--- src/hdl/sjs_pkg.sv ---
// Shared constants, codes and controller/datapath interface types for the jump search store.
package sjs_pkg;

  localparam int unsigned MAX_ENTRIES = 1024;
  localparam int unsigned IDX_W       = $clog2(MAX_ENTRIES);
  localparam int unsigned CNT_W       = IDX_W + 1;
  localparam int unsigned STRIDE_W    = 6;
  localparam int unsigned FUNC_W      = 2;
  localparam int unsigned DATA_W      = 32;

  typedef enum logic [FUNC_W-1:0] {
    FUNC_CLEAR  = 2'd0,
    FUNC_APPEND = 2'd1,
    FUNC_QUERY  = 2'd2
  } func_e;

  typedef enum logic [1:0] {
    ST_IDLE,
    ST_READ,
    ST_CMP,
    ST_RESULT
  } state_e;

  typedef struct packed {
    logic clear;
    logic append;
    logic start;
    logic read;
    logic step;
    logic load_out;
  } cmd_t;

  typedef struct packed {
    logic empty;
    logic done;
  } status_t;

endpackage

--- src/hdl/sjs_ctrl.sv ---
// Controller state machine: word handshakes and sequencing of the search walk.
module sjs_ctrl (
  input  logic             clk_i,
  input  logic             rst_ni,
  input  logic             in_valid_i,
  output logic             in_stall_o,
  input  logic [1:0]       func_i,
  output logic             out_valid_o,
  input  logic             out_stall_i,
  input  sjs_pkg::status_t status_i,
  output sjs_pkg::cmd_t    cmd_o
);
  import sjs_pkg::*;

  state_e state_q, state_d;
  logic   out_valid_q, out_valid_d;

  always_ff @(posedge clk_i or negedge rst_ni) begin
    if (!rst_ni) begin
      state_q     <= ST_IDLE;
      out_valid_q <= 1'b0;
    end else begin
      state_q     <= state_d;
      out_valid_q <= out_valid_d;
    end
  end

  always_comb begin
    state_d     = state_q;
    out_valid_d = out_valid_q && out_stall_i;
    cmd_o       = '0;
    unique case (state_q)
      ST_IDLE: begin
        if (in_valid_i) begin
          unique case (func_i)
            FUNC_CLEAR:  cmd_o.clear  = 1'b1;
            FUNC_APPEND: cmd_o.append = 1'b1;
            FUNC_QUERY: begin
              cmd_o.start = 1'b1;
              state_d     = status_i.empty ? ST_RESULT : ST_READ;
            end
            default: ;
          endcase
        end
      end
      ST_READ: begin
        cmd_o.read = 1'b1;
        state_d    = ST_CMP;
      end
      ST_CMP: begin
        cmd_o.step = 1'b1;
        state_d    = status_i.done ? ST_RESULT : ST_READ;
      end
      ST_RESULT: begin
        if (!out_valid_q || !out_stall_i) begin
          cmd_o.load_out = 1'b1;
          out_valid_d    = 1'b1;
          state_d        = ST_IDLE;
        end
      end
      default: state_d = ST_IDLE;
    endcase
  end

  assign in_stall_o  = (state_q != ST_IDLE);
  assign out_valid_o = out_valid_q;

endmodule

--- config.mk ---
export PLATFORM = sky130hd
export DESIGN_NAME = sjs_ctrl
export DESIGN_NICKNAME = d
export VERILOG_FILES = /design/src/hdl/sjs_pkg.sv /design/src/hdl/sjs_ctrl.sv
export SDC_FILE = /design/constraint.sdc
export NUM_CORES = 1
export LEC_CHECK = 0
export BUFFER_PORTS_ARGS = -buffer_cell sky130_fd_sc_hd__buf_2
export CORE_AREA = 3 3 40 42
export DETAILED_ROUTE_END_ITERATION = 16
export DIE_AREA = 0 0 43 45
export PLACE_DENSITY = 0.47
export SYNTH_ARGS = -nofsm -noshare
export SYNTH_HDL_FRONTEND = slang
export SYNTH_SLANG_ARGS = --single-unit
--- constraint.sdc ---
create_clock -name clk_i -period 1.3 [get_ports clk_i]
set_input_delay 0.26 -clock clk_i [delete_from_list [all_inputs] [get_ports clk_i]]
set_output_delay 0.26 -clock clk_i [all_outputs]
set_load 0.01 [all_outputs]
==> metrics.md <==
| Metric | Value |
|---|---|
| Largest family of logic cells by synthesized area | simple AND/OR/NAND/NOR gates |
| Ant diodes | 0 |
| DR iter-0 viols | 1 |
| Share of cells above drive strength 1 | 0.755 |
| Max Transition Viols Final | 0 |
| DR vias | 249 |
| I/O pin cnt | 16 |
| Cell Chain, Critical Path | nor2_4, inv_2, nor4b_2, buf_2 |
| Multi-input gate area | 144 µm² |
| EDFF count, synth | 0 |
| Final #Nets | 58 |
| Finished Cell Area | 443 µm² |
| Htree depth | 1 |
| RSZ-0062 raised after global routing | true |
| DRC | 0 |
| Ys Warns | 0 |
| Fraction of the mapped netlist area in simple logic gates | 0.420 |
| Clock Latency Late Sink | 0.23 ns |
| Hold Fails Final Rpt | 0 |
| CTS tree | done |
| Fill count | 138 |
| Main flop type after synthesis | dfrtp_1 |
| Total Power | 986 µW |
| Die H | 45 µm |
| First-pass GRT wire length | 1050 µm |
| Drt pass-1 iters | 4 |
| Pwr Density | 2230 mW/mm² |
| Max frequency | 691 MHz |
| Max clock buf depth | 2 |
| Final wirelength | 681 µm |
| Pre-CTS worst setup slack | 0.0477 ns |
| Rows | 13 |
| Full die area | 0.00194 mm² |
| Synth Area in Compound Gates | 0.154 |
| Mapped Avg Cell Area | 9.65 µm² |
| Crit-path max cell delay | 0.40 ns |
| Mux share of post-synthesis cell area | 0 |
| Worst EP arrival | 1.19 ns |
| Post-Synth XOR/XNOR Area | 0 |
| Netlist cell types | 14 |
| Post-synthesis sequential area ratio | 0.370 |
| Max cap viols | 0 |
| Hold Path Class | primary input to register |
| Required time worst endpoint | 1.04 ns |
| Clk_skew | 0.00194 ns |
| Die Wd | 43 µm |
| Final setup violation count | 6 |
| Core area | 0.00128 mm² |
| Clk sinks | 3 |
| Failing checks | negative setup slack |
| Max Fanout on Critical Path | 4 |
| Post-Syn Area | 203 µm² |
| Final Cycle Share | 1.11 |
| Initial antenna violation count | 0 |
| VDD IR max | 919 µV |
| Gr usage total | 0.0791 |
| Worst-path clk slew | 0.04 ns |
| Setup CP Type | register to primary output |
| Grt total ovfl | 0 |
| Final worst setup slack | -0.147 ns |
| PortBufs | 15 |
| Leading area contributor after synthesis | dfrtp_1 |
| Adder-cell share of the synthesized area | 0 |
| Post-synth top area share | 0.370 |
| Largest cells by area after synthesis | dfrtp_1 (37%), a221oi_2 (7.4%), nor4b_2 (7.4%) |
| Crit path max-delay cell type | dfrtp_1 |
| Largest net degree at the start of global routing | 6 |
| Final ANT Viol Nets | 0 |
| Actual slew at the worst max-slew pin | 0.178 ns |
| Dpl hpwl | 462 µm |
| DR vias/cell | 3.89 |
| Post-synth top cells | dfrtp_1 (3), inv_1 (3), nand2_1 (3) |
| Final min period | 1.45 ns |
| Total CTS buffers | 3 |
| Area growth, synth to finish | 119% |
| Ys async rst share | 1.00 |
| Synth Instances | 21 |
| CP endpoint kind | primary output |
| Synth Net Count | 29 |
| Vias in the first global route | 259 |
| Register area | 75.1 µm² |
| Flops & latches, synth | 3 |
| Placer Congestion | 0.654 |
| Routed WL per cell | 10.6 µm |
| Lkg Pwr | 0.000234 µW |
| Area after DPL | 327 µm² |
| Root buf cell | clkbuf_4 |
| Status | finished with violations |
| Slew headroom | 0.882 |
| Setup_tns | -0.669 ns |
| Startpoint type of the worst setup path | register |
| Starting Density | 0.158 |
critical path: cells and delay by family (launching register included):
kind | cells | cell delay, ns
flip-flops | 1 | 0.40
AND/OR/NAND/NOR | 2 | 0.34
buffers and inverters | 2 | 0.21
registers in the layout, indices dropped and copies added (netlist names):
signal / cells
state_q: 2
out_valid_o: 1
repair_timing:
action,in CTS,in global routing
gates cloned,0,0
endpoints found under the hold margin,3,0
setup endpoints to repair,5,6
buffers inserted,2,2
pin swaps,2,1
gates resized for setup,9,3
hold buffers,1,0
final timing paths:
| kind | startpoint | to | slack [ns] | cells after the start |
|---|---|---|---|---|
| max in group asynchronous | rst_ni | out_valid_o$_DFF_PN0_ | 0.84 | 2 |
| max reg2reg | state_q[0]$_DFFE_PN0P_ | state_q[1]$_DFFE_PN0P_ | 0.04 | 7 |
| min | status_i[0] | state_q[1]$_DFFE_PN0P_ | 0.26 | 3 |
| min in group asynchronous | rst_ni | state_q[1]$_DFFE_PN0P_ | 0.35 | 2 |
| min reg2reg | out_valid_o$_DFF_PN0_ | out_valid_o$_DFF_PN0_ | 0.56 | 2 |
| max | state_q[1]$_DFFE_PN0P_ | cmd_o[5] | -0.15 | 4 |
cells in the final DEF, fill, tap and decap left out, types with 2 or more instances in the layout:
master	count
nor2b_4	2
clkbuf_4	3
buf_4	7
buf_2	12
dfrtp_1	3
nand2_1	2
inv_1	2
buf_6	4
per-layer routing:
metal  up-vias  track usage  share of wire
li1        129            -              -
met1       102       0.0843           0.43
met2        18        0.126           0.43
met3         0       0.0598           0.13
met4         0       0.0181              0
met5         -            0              0
final cells by class:
type	instances	area share
well taps	15	0.0424
multi-input cells	15	0.325
flip-flops and latches	3	0.169
clock buffers	4	0.0593
repair buffers	24	0.379
inverters	3	0.0254
cell families (layout without fill, tap and decap cells):
logic type,count (synthesis),after routing
simple gates,11,11
compound gates,4,4
flops,3,3
buf+inv,3,31
where the power goes:
group / switching (µW) / internal (µW)
clock: 50.2 / 115
combinational: 279 / 357
sequential: 43.6 / 141
stage by stage:
step                instances   util  hold slack (ns)
detailed placement         55  0.254           0.0645
global placement           55  0.254           0.0643
finish                     64  0.345            0.262
floorplan                  21      -          -0.0356
global route               64  0.345            0.273
CTS                        62  0.324            0.258
Note: power is estimated with default switching activity, not from simulation.
